==> src/sv/r2hsl_pkg.sv <==
// Shared types and constants for the RGB to HSL converter.
// Used by every module of the block; no dependencies.
`default_nettype none

package r2hsl_pkg;

	// Hue scale: 1/64 degree
	localparam int unsigned HUE_SIXTH = 3840;
	localparam logic [14:0] HUE_FULL  = 15'd23040;

	// Pipelined divider geometry, shared by the saturation and hue paths
	localparam int unsigned DIV_NW = 24;   // numerator bits
	localparam int unsigned DIV_DW = 10;   // divisor bits
	localparam int unsigned DIV_QW = 16;   // quotient bits, one per stage

	localparam int unsigned QUEUE_DEPTH_DEF = 2;

	// Which channel is max, and for red whether hue wraps below zero
	typedef enum logic [1:0] {
		SEC_RED_POS,
		SEC_RED_NEG,
		SEC_GREEN,
		SEC_BLUE
	} sector_t;

	// One classified pixel as it travels from front to back.
	// hue = base(sector) + round(3840 * y / d)
	typedef struct packed {
		sector_t     sector;
		logic        achrom;
		logic [7:0]  d;
		logic [7:0]  den;
		logic [8:0]  y;
		logic [8:0]  lsum;
	} pix_item_t;

	function automatic logic [14:0] sector_base(input sector_t sec);
		logic [14:0] base;
		unique case (sec)
			SEC_RED_POS: base = 15'd0;
			SEC_RED_NEG: base = 15'(HUE_SIXTH * 5);
			SEC_GREEN:   base = 15'(HUE_SIXTH);
			SEC_BLUE:    base = 15'(HUE_SIXTH * 3);
		endcase
		return base;
	endfunction

endpackage

`default_nettype wire

==> src/sv/rgb_to_hsl_converter.sv <==
// Top level of the RGB to HSL converter: front end, queue and back end.
// Depends on r2hsl_pkg, r2hsl_front, r2hsl_queue, r2hsl_back.
//
// Converts one 8-bit RGB pixel per clock into hue (1/64 degree), saturation
// (Q1.15) and lightness as the sum max+min. A pixel is taken on each edge
// where start is high and busy is low; the result is shown for one cycle
// with done high, in transfer order. The receiver cannot stall, so busy
// stays low in steady flow and one pixel per cycle is sustained; saturation
// and hue each run through a 16-stage divider pipeline (one quotient bit
// per stage).
`default_nettype none

module rgb_to_hsl_converter
	import r2hsl_pkg::*;
#(
	parameter int unsigned QUEUE_DEPTH = QUEUE_DEPTH_DEF
)(
	input  wire logic        clk,
	input  wire logic        arst_n,
	input  wire logic        start,
	input  wire logic [7:0]  red,
	input  wire logic [7:0]  green,
	input  wire logic [7:0]  blue,
	output logic             busy,
	output logic             done,
	output logic [14:0]      hue_x64,
	output logic [15:0]      saturation_q15,
	output logic [8:0]       lightness_sum,
	output logic             achromatic
);

	pix_item_t  push_item;
	pix_item_t  head_item;
	logic       push;
	logic       pop;
	logic       full;
	logic       empty;

	r2hsl_front u_front (
		.clk    (clk),
		.arst_n (arst_n),
		.start  (start),
		.red    (red),
		.green  (green),
		.blue   (blue),
		.busy   (busy),
		.full   (full),
		.push   (push),
		.item   (push_item)
	);

	r2hsl_queue #(
		.DEPTH (QUEUE_DEPTH)
	) u_queue (
		.clk    (clk),
		.arst_n (arst_n),
		.push   (push),
		.wdata  (push_item),
		.full   (full),
		.pop    (pop),
		.empty  (empty),
		.rdata  (head_item)
	);

	r2hsl_back u_back (
		.clk            (clk),
		.arst_n         (arst_n),
		.empty          (empty),
		.rdata          (head_item),
		.pop            (pop),
		.done           (done),
		.hue_x64        (hue_x64),
		.saturation_q15 (saturation_q15),
		.lightness_sum  (lightness_sum),
		.achromatic     (achromatic)
	);

endmodule

`default_nettype wire

==> src/sv/r2hsl_front.sv <==
// Front end: takes pixel transfers, finds max/min and the hue sector,
// and pushes one classified item into the queue. Depends on r2hsl_pkg.
`default_nettype none

module r2hsl_front
	import r2hsl_pkg::*;
(
	input  wire logic        clk,
	input  wire logic        arst_n,
	input  wire logic        start,
	input  wire logic [7:0]  red,
	input  wire logic [7:0]  green,
	input  wire logic [7:0]  blue,
	output logic             busy,
	input  wire logic        full,
	output logic             push,
	output pix_item_t        item
);

	logic        vld_s1;
	pix_item_t   item_s1;
	pix_item_t   item_c;
	logic        stall;
	logic        accept;
	logic        red_max;
	logic        green_max;
	logic [7:0]  mx;
	logic [7:0]  mn;
	logic [8:0]  sum;

	assign stall  = vld_s1 && full;
	assign busy   = stall;
	assign accept = start && !busy;
	assign push   = vld_s1 && !full;
	assign item   = item_s1;

	always_comb begin
		red_max   = (red >= green) && (red >= blue);
		green_max = !red_max && (green >= blue);
		if (red_max) begin
			mx = red;
		end else if (green_max) begin
			mx = green;
		end else begin
			mx = blue;
		end
		if ((red <= green) && (red <= blue)) begin
			mn = red;
		end else if (green <= blue) begin
			mn = green;
		end else begin
			mn = blue;
		end
		sum = {1'b0, mx} + {1'b0, mn};

		item_c.d      = mx - mn;
		item_c.lsum   = sum;
		item_c.achrom = (mx == mn);
		// 255 - |sum - 255|
		item_c.den    = (sum <= 9'd255) ? sum[7:0] : 8'(9'd510 - sum);

		// y stays in 0..2d, so 9-bit wraparound in the middle is harmless
		if (red_max) begin
			if (green >= blue) begin
				item_c.sector = SEC_RED_POS;
				item_c.y      = {1'b0, green} - {1'b0, blue};
			end else begin
				item_c.sector = SEC_RED_NEG;
				item_c.y      = {1'b0, item_c.d} + {1'b0, green} - {1'b0, blue};
			end
		end else if (green_max) begin
			item_c.sector = SEC_GREEN;
			item_c.y      = {1'b0, item_c.d} + {1'b0, blue} - {1'b0, red};
		end else begin
			item_c.sector = SEC_BLUE;
			item_c.y      = {1'b0, item_c.d} + {1'b0, red} - {1'b0, green};
		end
	end

	always_ff @(posedge clk or negedge arst_n) begin
		if (!arst_n) begin
			vld_s1 <= 1'b0;
		end else if (!stall) begin
			vld_s1 <= accept;
		end
	end

	always_ff @(posedge clk) begin
		if (accept) begin
			item_s1 <= item_c;
		end
	end

endmodule

`default_nettype wire

==> src/sv/r2hsl_queue.sv <==
// Short FIFO between the front end and the divider back end.
// Depends on r2hsl_pkg for the item type.
`default_nettype none

module r2hsl_queue
	import r2hsl_pkg::*;
#(
	parameter int unsigned DEPTH = QUEUE_DEPTH_DEF
)(
	input  wire logic      clk,
	input  wire logic      arst_n,
	input  wire logic      push,
	input  wire pix_item_t wdata,
	output logic           full,
	input  wire logic      pop,
	output logic           empty,
	output pix_item_t      rdata
);

	localparam int unsigned AW = (DEPTH > 1) ? $clog2(DEPTH) : 1;
	localparam int unsigned CW = $clog2(DEPTH + 1);

	pix_item_t        slot_q [0:DEPTH-1];
	logic [AW-1:0]    wptr_q;
	logic [AW-1:0]    rptr_q;
	logic [CW-1:0]    count_q;
	logic             do_push;
	logic             do_pop;

	assign full    = (count_q == CW'(DEPTH));
	assign empty   = (count_q == '0);
	assign do_push = push && !full;
	assign do_pop  = pop && !empty;
	assign rdata   = slot_q[rptr_q];

	always_ff @(posedge clk or negedge arst_n) begin
		if (!arst_n) begin
			wptr_q  <= '0;
			rptr_q  <= '0;
			count_q <= '0;
		end else begin
			if (do_push) begin
				wptr_q <= (wptr_q == AW'(DEPTH - 1)) ? '0 : wptr_q + 1'b1;
			end
			if (do_pop) begin
				rptr_q <= (rptr_q == AW'(DEPTH - 1)) ? '0 : rptr_q + 1'b1;
			end
			if (do_push && !do_pop) begin
				count_q <= count_q + 1'b1;
			end else if (do_pop && !do_push) begin
				count_q <= count_q - 1'b1;
			end
		end
	end

	always_ff @(posedge clk) begin
		if (do_push) begin
			slot_q[wptr_q] <= wdata;
		end
	end

	assert property (@(posedge clk) disable iff (!arst_n) count_q <= CW'(DEPTH))
		else $error("queue count beyond depth");

	assert property (@(posedge clk) disable iff (!arst_n) !(push && full))
		else $error("push into full queue");

endmodule

`default_nettype wire

==> src/sv/r2hsl_div.sv <==
// Pipelined restoring divider, one quotient bit per stage.
// Requires num < den * 2**DIV_QW. Depends on r2hsl_pkg for its geometry.
`default_nettype none

module r2hsl_div
	import r2hsl_pkg::*;
(
	input  wire logic              clk,
	input  wire logic              arst_n,
	input  wire logic              in_vld,
	input  wire logic [DIV_NW-1:0] num,
	input  wire logic [DIV_DW-1:0] den,
	output logic                   out_vld,
	output logic [DIV_QW-1:0]      quo
);

	// work_s holds the numerator bits still to shift in, with quotient bits
	// filling from the right; after the last stage it is the quotient.
	logic [DIV_DW-1:0] rem_s  [1:DIV_QW];
	logic [DIV_QW-1:0] work_s [1:DIV_QW];
	logic [DIV_DW-1:0] den_s  [1:DIV_QW];
	logic              vld_s  [1:DIV_QW];

	for (genvar i = 0; i < DIV_QW; i++) begin : g_stage
		logic [DIV_DW-1:0] rem_in;
		logic [DIV_QW-1:0] work_in;
		logic [DIV_DW-1:0] den_in;
		logic              vld_in;
		logic [DIV_DW:0]   trial;
		logic [DIV_DW:0]   diff;
		logic              ge;

		if (i == 0) begin : g_head
			assign rem_in  = DIV_DW'(num[DIV_NW-1:DIV_QW]);
			assign work_in = num[DIV_QW-1:0];
			assign den_in  = den;
			assign vld_in  = in_vld;
		end else begin : g_body
			assign rem_in  = rem_s[i];
			assign work_in = work_s[i];
			assign den_in  = den_s[i];
			assign vld_in  = vld_s[i];
		end

		assign trial = {rem_in, work_in[DIV_QW-1]};
		assign ge    = (trial >= {1'b0, den_in});
		assign diff  = trial - {1'b0, den_in};

		always_ff @(posedge clk) begin
			rem_s[i+1]  <= ge ? diff[DIV_DW-1:0] : trial[DIV_DW-1:0];
			work_s[i+1] <= {work_in[DIV_QW-2:0], ge};
			den_s[i+1]  <= den_in;
		end

		always_ff @(posedge clk or negedge arst_n) begin
			if (!arst_n) begin
				vld_s[i+1] <= 1'b0;
			end else begin
				vld_s[i+1] <= vld_in;
			end
		end
	end

	assign out_vld = vld_s[DIV_QW];
	assign quo     = work_s[DIV_QW];

endmodule

`default_nettype wire

==> src/sv/r2hsl_back.sv <==
// Back end: drains the queue, runs saturation and hue through two
// pipelined dividers and registers the result. Depends on r2hsl_pkg, r2hsl_div.
`default_nettype none

module r2hsl_back
	import r2hsl_pkg::*;
(
	input  wire logic      clk,
	input  wire logic      arst_n,
	input  wire logic      empty,
	input  wire pix_item_t rdata,
	output logic           pop,
	output logic           done,
	output logic [14:0]    hue_x64,
	output logic [15:0]    saturation_q15,
	output logic [8:0]     lightness_sum,
	output logic           achromatic
);

	typedef struct packed {
		logic [14:0] base;
		logic [8:0]  lsum;
		logic        achrom;
	} side_t;

	side_t              side_s [1:DIV_QW];
	side_t              side_in;
	logic [DIV_NW-1:0]  sat_num;
	logic [DIV_DW-1:0]  sat_den;
	logic [DIV_NW-1:0]  hue_num;
	logic [DIV_DW-1:0]  hue_den;
	logic               sat_vld;
	logic               hue_vld;
	logic [DIV_QW-1:0]  sat_quo;
	logic [DIV_QW-1:0]  hue_quo;
	logic [15:0]        hue_sum;
	logic [14:0]        hue_wrap;
	logic               done_q;
	logic [14:0]        hue_q;
	logic [15:0]        sat_q;
	logic [8:0]         lsum_q;
	logic               achrom_q;

	// The pipeline never stalls, so the head leaves as soon as it shows up
	assign pop = !empty;

	// round(x / y) = floor((2x + y) / 2y)
	assign sat_num = {rdata.d, 16'b0} + {16'b0, rdata.den};
	assign sat_den = {1'b0, rdata.den, 1'b0};
	// 7680 * y = (y << 13) - (y << 9)
	assign hue_num = {2'b0, rdata.y, 13'b0} - {6'b0, rdata.y, 9'b0} + {16'b0, rdata.d};
	assign hue_den = {1'b0, rdata.d, 1'b0};

	assign side_in.base   = sector_base(rdata.sector);
	assign side_in.lsum   = rdata.lsum;
	assign side_in.achrom = rdata.achrom;

	r2hsl_div u_sat_div (
		.clk     (clk),
		.arst_n  (arst_n),
		.in_vld  (pop),
		.num     (sat_num),
		.den     (sat_den),
		.out_vld (sat_vld),
		.quo     (sat_quo)
	);

	r2hsl_div u_hue_div (
		.clk     (clk),
		.arst_n  (arst_n),
		.in_vld  (pop),
		.num     (hue_num),
		.den     (hue_den),
		.out_vld (hue_vld),
		.quo     (hue_quo)
	);

	always_ff @(posedge clk) begin
		side_s[1] <= side_in;
		for (int i = 2; i <= DIV_QW; i++) begin
			side_s[i] <= side_s[i-1];
		end
	end

	assign hue_sum  = {1'b0, side_s[DIV_QW].base} + hue_quo;
	assign hue_wrap = (hue_sum >= {1'b0, HUE_FULL}) ? 15'(hue_sum - {1'b0, HUE_FULL})
	                                                : hue_sum[14:0];

	always_ff @(posedge clk or negedge arst_n) begin
		if (!arst_n) begin
			done_q <= 1'b0;
		end else begin
			done_q <= sat_vld;
		end
	end

	always_ff @(posedge clk) begin
		hue_q    <= side_s[DIV_QW].achrom ? '0 : hue_wrap;
		sat_q    <= side_s[DIV_QW].achrom ? '0 : sat_quo;
		lsum_q   <= side_s[DIV_QW].lsum;
		achrom_q <= side_s[DIV_QW].achrom;
	end

	assign done           = done_q;
	assign hue_x64        = hue_q;
	assign saturation_q15 = sat_q;
	assign lightness_sum  = lsum_q;
	assign achromatic     = achrom_q;

	assert property (@(posedge clk) disable iff (!arst_n) sat_vld == hue_vld)
		else $error("divider pipelines out of step");

	assert property (@(posedge clk) disable iff (!arst_n) done |-> hue_x64 < HUE_FULL)
		else $error("hue not wrapped");

	assert property (@(posedge clk) disable iff (!arst_n)
		done |-> (saturation_q15 <= 16'd32768))
		else $error("saturation above one");

endmodule

`default_nettype wire

==> config.mk <==
export PLATFORM = sky130hd
export DESIGN_NAME = rgb_to_hsl_converter
export DESIGN_NICKNAME = d
export VERILOG_FILES = /design/src/sv/r2hsl_pkg.sv /design/src/sv/rgb_to_hsl_converter.sv /design/src/sv/r2hsl_front.sv /design/src/sv/r2hsl_queue.sv /design/src/sv/r2hsl_div.sv /design/src/sv/r2hsl_back.sv
export SDC_FILE = /design/constraint.sdc
export NUM_CORES = 2
export LEC_CHECK = 0
export ABC_AREA = 1
export BUFFER_PORTS_ARGS = -buffer_cell sky130_fd_sc_hd__buf_4
export CAP_MARGIN = 10
export CORE_MARGIN = 1.5
export CORE_UTILIZATION = 50
export CTS_CLUSTER_DIAMETER = 150
export DETAILED_ROUTE_END_ITERATION = 10
export GPL_TIMING_DRIVEN = 1
export MAX_ROUTING_LAYER = met4
export PLACE_DENSITY = 0.66
export SETUP_SLACK_MARGIN = 0.5
export SLEW_MARGIN = 5
export SYNTH_ARGS = -nofsm -noshare
export SYNTH_HDL_FRONTEND = slang
export SYNTH_SLANG_ARGS = --single-unit
==> constraint.sdc <==
create_clock -name clk -period 8.9 [get_ports clk]
set_input_delay 0.445 -clock clk [delete_from_list [all_inputs] [get_ports clk]]
set_output_delay 0.445 -clock clk [all_outputs]
set_load 0.05 [all_outputs]
==> Yosys cells after proc, flatten, opt, wreduce, memory -nomap -nowiden <==
Memory sizes are Yosys's and may differ from the RTL's. A register that Yosys moved wholly into a read port is not among the register bits.
Index checks and enable logic that the tools add are counted.
{ "totals": {"register_bits": 84, "wordCells": 202, "in_bits": 27, "ramBits": 1626, "memories": 8} }
{ "mem_list": {"columns": ["memory", "words", "word_bits", "rd", "rd_ports_with_merged_regs", "wr", "line_no", "source"], "rows": [
  ["u_back.side_s", 16, 25, 16, 0, 16, "r2hsl_back.sv:26", "side_t side_s [1:DIV_QW];"],
  ["u_back.u_hue_div.work_s", 16, 16, 16, 0, 16, "r2hsl_div.sv:20", "logic [DIV_QW-1:0] work_s [1:DIV_QW];"],
  ["u_back.u_sat_div.work_s", 16, 16, 16, 1, 16, "r2hsl_div.sv:20", null],
  ["u_back.u_hue_div.den_s", 16, 10, 15, 0, 16, "r2hsl_div.sv:21", "logic [DIV_DW-1:0] den_s [1:DIV_QW];"],
  ["u_back.u_hue_div.rem_s", 16, 10, 15, 0, 16, "r2hsl_div.sv:19", "logic [DIV_DW-1:0] rem_s [1:DIV_QW];"],
  ["u_back.u_sat_div.den_s", 16, 10, 15, 0, 16, "r2hsl_div.sv:21", null],
  ["2 more memories", null, null, null, null, null, null, null]
]} }
{ "classes": {"n_lt_le_gt_ge": 40, "n_addsub": 51, "reduce_logical": 17, "muxes": 51, "eq_ne": 5} }
{ "op_table": {"columns": ["op", "n"], "rows": [
  ["$ge A11 B10 Y1", 30],
  ["$mux W10", 32],
  ["$sub A10 B10 Y10", 30],
  ["$pmux W15 S4", 1],
  ["$add A24 B8 Y24", 2],
  ["$mux W8", 5],
  ["$add A8 B8 Y9", 4],
  ["$mux W9", 3],
  ["$sub A9 B8 Y9", 3],
  ["$ge A8 B8 Y1", 3],
  ["$le A8 B8 Y1", 3],
  ["$sub A22 B18 Y23", 1],
  ["$sub A9 B9 Y10", 2],
  ["$ge A9 B9 Y1", 2],
  ["$add A15 B16 Y16", 1],
  ["$ge A16 B15 Y1 const B", 1],
  ["$mux W15", 1],
  ["$sub A15 B15 Y15 const B", 1],
  ["$le A9 B8 Y1 const B", 1],
  ["$logic_and A1 B1 Y1", 9],
  ["$sub A8 B8 Y9", 1],
  ["$eq A8 B8 Y1", 1],
  ["$sub A8 B8 Y8", 1],
  ["$sub A8 B8 Y8 const A", 1],
  ["other kinds (10)", 25]
]} }

==> Depth between registers and ports, before layout <==
{ "depth": {"ltp_word": 11, "depth_mapped": 34} }

==> Hierarchy <==
A second synthesis with hierarchy kept.
{ "hier_totals": {"cells_unflattened": 6816, "area_unflattened_um2": 59358.2} }
{ "modules_own_cells": {"columns": ["module", "n_inst", "seq_area_each_um2", "area_per_inst_um2", "cells_each"], "rows": [
  ["r2hsl_div (u_back.u_hue_div)", 1, 11531.1, 22176.3, 2689],
  ["r2hsl_div (u_back.u_sat_div)", 1, 11531.1, 22063.7, 2680],
  ["r2hsl_back", 1, 5650.4, 6856.6, 499],
  ["r2hsl_front", 1, 1076.0, 5318.9, 723],
  ["r2hsl_queue", 1, 2322.2, 2942.8, 225]
]} }

==> Worst setup path before layout <==
OpenSTA, ideal clock, no wires.
{ "synth_path": {"path_kind": "input to register", "startpoint": "input red[5]", "endpoint": "register u_front.item_s1 (netlist bit u_front.item[16]) (data pin)", "cell_stages": 30, "required_time_ps": 8641, "path_slack_ps": 3873, "t_arrival_ps": 4768, "setup_ps": 259, "cell_sequence": "inv_1 -> ha_1 -> a21oi_1 -> nor2_1 -> nor3_1 -> nand2_1 -> nand2_1 -> nand2_1 -> buf_2 -> o21ai_0 -> ha_1 -> inv_1 -> fa_1 -> nand2_1 -> nand2_1 -> nand2_1 -> nand2_1 -> a21oi_1 -> xor2_1 -> fa_1 -> ha_1 -> a21oi_1 -> a21boi_0 -> nand2_1 -> nand2_1 -> nand2_1 -> nand2_1 -> nand2_1 -> nand2_1 -> nand3_1"} }
{ "synth_rtl": {"columns": ["element", "line_no", "source"], "rows": [
  ["start: declaration", "rgb_to_hsl_converter.sv:21", "input wire logic [7:0] red,"],
  ["end signal: assignment", "r2hsl_front.sv:90", "item_s1 <= item_c;"],
  ["end: declaration", "r2hsl_front.sv:21", "pix_item_t item_s1;"]
]} }

==> qor.log <==
[sta] Worst slew margin 0.424
[sta] Max Fclk 0.173 GHz
[sta] worst setup skew after layout 0.0391 ns
[sta] final max-slew violation count 0
[sta] unrepaired setup endpoints after global routing no
[logic_synthesis] dominant synthesized flop cell dfxtp_1
[logic_synthesis] Seq/Total Area, Yosys 0.558
[worst_setup_path] slowest stage cell, crit path xor2_1
[drt] iteration count of the initial detailed-routing pass 8
[drt] DRT antenna net count 0
[clock_network] number of buffers created by CTS 112
[logic_synthesis] number of nets in the synthesized netlist 4,921
[worst_setup_path] cell class contributing the biggest share of worst-path delay simple AND/OR/NAND/NOR gates
[logic_synthesis] top area cells in the synthesized netlist dfxtp_1, ha_1, edfxtp_1
[drt] total detailed-routing wirelength 81,200 um
[global_routing] remaining global-route overflow 0
[worst_setup_path] Bufs and invs on worst path 4
[logic_synthesis] cell taking the most area after synthesis dfxtp_1
[worst_setup_path] Crit path arrival time 6.25 ns
[drt] via count 28,386
[drt] post-detailed-route wirelength per cell 13.8 um
[drt] drt via density 4.82
[clock_network] root buffer selected by CTS clkbuf_16
[worst_setup_path] worst setup path class in -> reg
[logic_synthesis] post-synthesis average cell area 9.94 um^2
[clock_network] Resized cells post-CTS 0
[floorplanning] number of placement rows 109
[sta] Least-Margin Pin Slew 0.861 ns
[drt] Iter 0 DRT Violations 1,293
[run] number of max-cap violations 0
[sta] crit share post-route 0.651
[worst_setup_path] critical path data required time 9.35 ns
[cells_and_area] fraction of layout instances using a drive strength above 1 0.0783
[run_status] violated checks design-rule violations
[worst_setup_path] kind of start point of the critical path input port
[floorplanning] Initial Util 0.505
[floorplanning] Top Ports 70
[floorplanning] overall die width 302 um
[sta] final-report setup violation count 0
[global_routing] pin count of the biggest net entering global routing 37
[logic_synthesis] number of instances in the synthesized netlist 4,493
[cells_and_area] Layout Nets 5,062
[worst_setup_path] startpoint of the most critical register-to-register path u_queue.rptr_q$_DFFE_PN0N_
[logic_synthesis] async set-reset flop share out of synthesis 0.0185
[logic_synthesis] count of state elements after synthesis 1,188
[worst_setup_path] critical path endpoint category register
[clock_network] post-CTS clock slew at the launch and capture registers of the worst setup and hold paths 0.06 ns
[clock_network] TritonCTS clock tree done
[cells_and_area] synthesis-to-finish area growth 12.3%
[global_routing] initial antenna violation count 0
[sta] Final Hold Vio Count 0
[logic_synthesis] post-synth cell types 56
[global_routing] global-route usage over all layers 0.188
[logic_synthesis] Yosys top cell area share 0.475
[clock_network] number of post-CTS setup repair buffers 0
[worst_hold_path] path type of the worst min-delay path in -> async
[worst_setup_path] Crit. Startpoint blue[4]
[drt] Remaining DRCs 14
[logic_synthesis] count of flip-flops with a built-in enable after synthesis 105
[place] RD Place Congestion 0.917
[clock_network] maximum buffer depth of the clock tree 3
[sta] Hold Worst Slack 0.192 ns
[worst_setup_path] critical path fanouts, max 12
[sta] fin worst setup slack 3.10 ns
[place] pre-CTS worst setup slack 2.39 ns
[sta] time the worst path needs with I/O delays and setup 5.80 ns
[logic_synthesis] post-synthesis instance area 44,700 um^2
[place] count of buffers inserted at the top-level ports 69
[floorplanning] area enclosed by the die boundary 91,100 um^2
[worst_setup_path] most numerous cell on the critical path nand2_1
[global_routing] via count of the first global-routing pass 28,060
[place] HPWL after detailed placement 61,200 um
[worst_setup_path] Critical Path Max Stage Delay 0.57 ns
[run_status] status finished, violations left
[global_routing] wire length of the first global-routing pass 135,000 um
[clock_network] H-tree depth 3
[clock_network] worst-skew pair later-pin latency 0.70 ns
[sta] final sum of negative setup slack 0 ns
[floorplanning] Placeable Area 88,500 um^2
[logic_synthesis] Yosys warnings 0
[floorplanning] vertical extent of the die 302 um
[clock_network] number of sinks driven by the clock tree 1,188
==> path summary, 6_finish.rpt <==
path	to	slack, ns	cells after the start
max in group asynchronous	u_back.done$_DFF_PN0_	8.47	2
worst min register to register	u_back.u_hue_div.work_s[6][25]$_DFF_P_	0.31	0
worst min-delay path	u_back.u_sat_div.g_stage[7].vld_in$_DFF_PN0_	0.19	2
worst max-delay path	u_front.item[16]$_DFFE_PP_	3.10	32
min in group clk	u_front.item[9]$_DFFE_PP_	0.22	4
worst max register to register	u_back.u_hue_div.rem_s[0][17]$_DFF_P_	4.72	20
==> timing repair <==
item                                    CTS  global route
hold endpoints to repair                 23             0
endpoints found under the setup margin    0             0
hold buffers                              2             0
==> cells by family (layout without fill, tap and decap cells) <==
| logic type | after synthesis | count (layout) | share of synthesized area |
|---|---|---|---|
| fa+ha+maj | 401 | 401 | 0.122 |
| xor+xnor | 226 | 226 | 0.0445 |
| flops | 1188 | 1188 | 0.558 |
| compound gates | 758 | 758 | 0.0952 |
| buf+inv | 671 | 904 | 0.0595 |
| simple gates | 1249 | 1249 | 0.120 |
| other cells | 0 | 1 | 0 |
==> sequential cells by signal, indices dropped and copies added (netlist names) <==
name and count:
u_queue.slot_q 70, u_back.done 1, u_back.u_sat_div.den_s 36, u_queue.rptr_q 1, u_back.u_sat_div.g_stage.vld_in 15, u_back.side_s 225
u_back.u_hue_div.rem_s 149, u_front.item 35, u_back.u_sat_div.work_s 202, u_back.achromatic 1, u_back.u_sat_div.out_vld 1, u_front.vld_s1 1
u_back.u_sat_div.rem_s 142, u_back.lightness_sum 9, u_queue.wptr_q 1, u_back.u_hue_div.work_s 241, u_queue.count_q 2, u_back.saturation_q15 16
u_back.u_hue_div.den_s 25, u_back.hue_x64 15
==> metrics by stage <==
stage	cells	cell area, um^2	util
4_1_cts	5891	50200	0.567
3_5_place_dp	5683	46400	0.524
2_1_floorplan	4493	44700	-
5_1_grt	5891	50200	0.567
3_3_place_gp	5683	46400	0.524
6_report	5892	50200	0.567
==> cell usage in the layout, fill, tap and decap left out, drive strengths merged, types with 10 or more instances in the layout <==
master	netlist	routed
dfxtp	1061	1061
nand2	764	764
inv	620	627
o21ai	364	364
ha	343	343
a21oi	252	252
nor2	202	202
clkbuf	7	165
nand3	156	156
xor2	130	130
edfxtp	105	105
xnor2	96	96
buf	44	76
fa	58	58
nand4	51	51
nor3	39	39
a21o	27	27
or2	27	27
clkinv	0	24
dfrtp	22	22
a31oi	22	22
o21bai	21	21
o211ai	16	16
a211oi	12	12
o221ai	11	11
o21a	10	10
==> cells in the mapped netlist (4+ instances only) <==
cell,instances
a31oi_1,21
a31o_2,5
ha_1,343
buf_6,6
o21ai_1,41
a21boi_0,4
dfrtp_1,22
o21bai_1,19
o21a_1,10
nor4_1,4
o211ai_1,14
nand3b_1,4
buf_2,20
nand3_2,9
nor3_2,4
o31ai_1,6
inv_2,13
xnor2_1,96
a21oi_2,6
buf_4,18
edfxtp_1,105
o221ai_1,11
nor2_4,4
nand2_2,8
nand3_1,147
xor2_1,129
nand2_1,756
o21ai_2,12
dfxtp_1,1061
a211oi_1,12
clkbuf_1,7
o21ai_0,311
nor2_1,189
a21o_1,27
nor3_4,7
nor3_1,28
or2_2,22
fa_1,58
inv_1,606
a21oi_1,246
nand4_1,51
nor2_2,9
==> worst register-to-register path: stages, from the launching register on <==
cell and delay (ns):
dfrtp_1 0.32, buf_4 0.35, inv_4 0.23, o21ai_1 0.38, inv_1 0.11, ha_1 0.35, inv_1 0.11, o21bai_1 0.09
a21oi_1 0.16, nand2_1 0.11, xnor2_1 0.28, ha_1 0.26, inv_1 0.06, fa_1 0.39, nand3_1 0.09, nand2_1 0.09
a21oi_1 0.14, o21bai_1 0.10, or2_2 0.28, nand3_1 0.08, nand2_1 0.08
==> area by class of cell <==
type	instances	area (um^2)
fillers	7560	38300
flip-flops and latches	1188	24900
multi-input cells	2634	17100
clock buffers	165	3320
inverters	620	2330
well taps	1165	1460
repair buffers	78	591
clock inverters	41	467
diodes	1	2.50
==> layer usage <==
layer	global-route usage	vias to the layer above	part of all wire
met5	-	-	0
met4	0.0694	0	0.029
met3	0.0281	164	0.035
met2	0.327	392	0.49
met1	0.218	12910	0.44
li1	-	14920	-
Power is left out: the tool's default activity adds up to more than one toggle a clock period on the data nets, which glitch-free logic cannot reach.
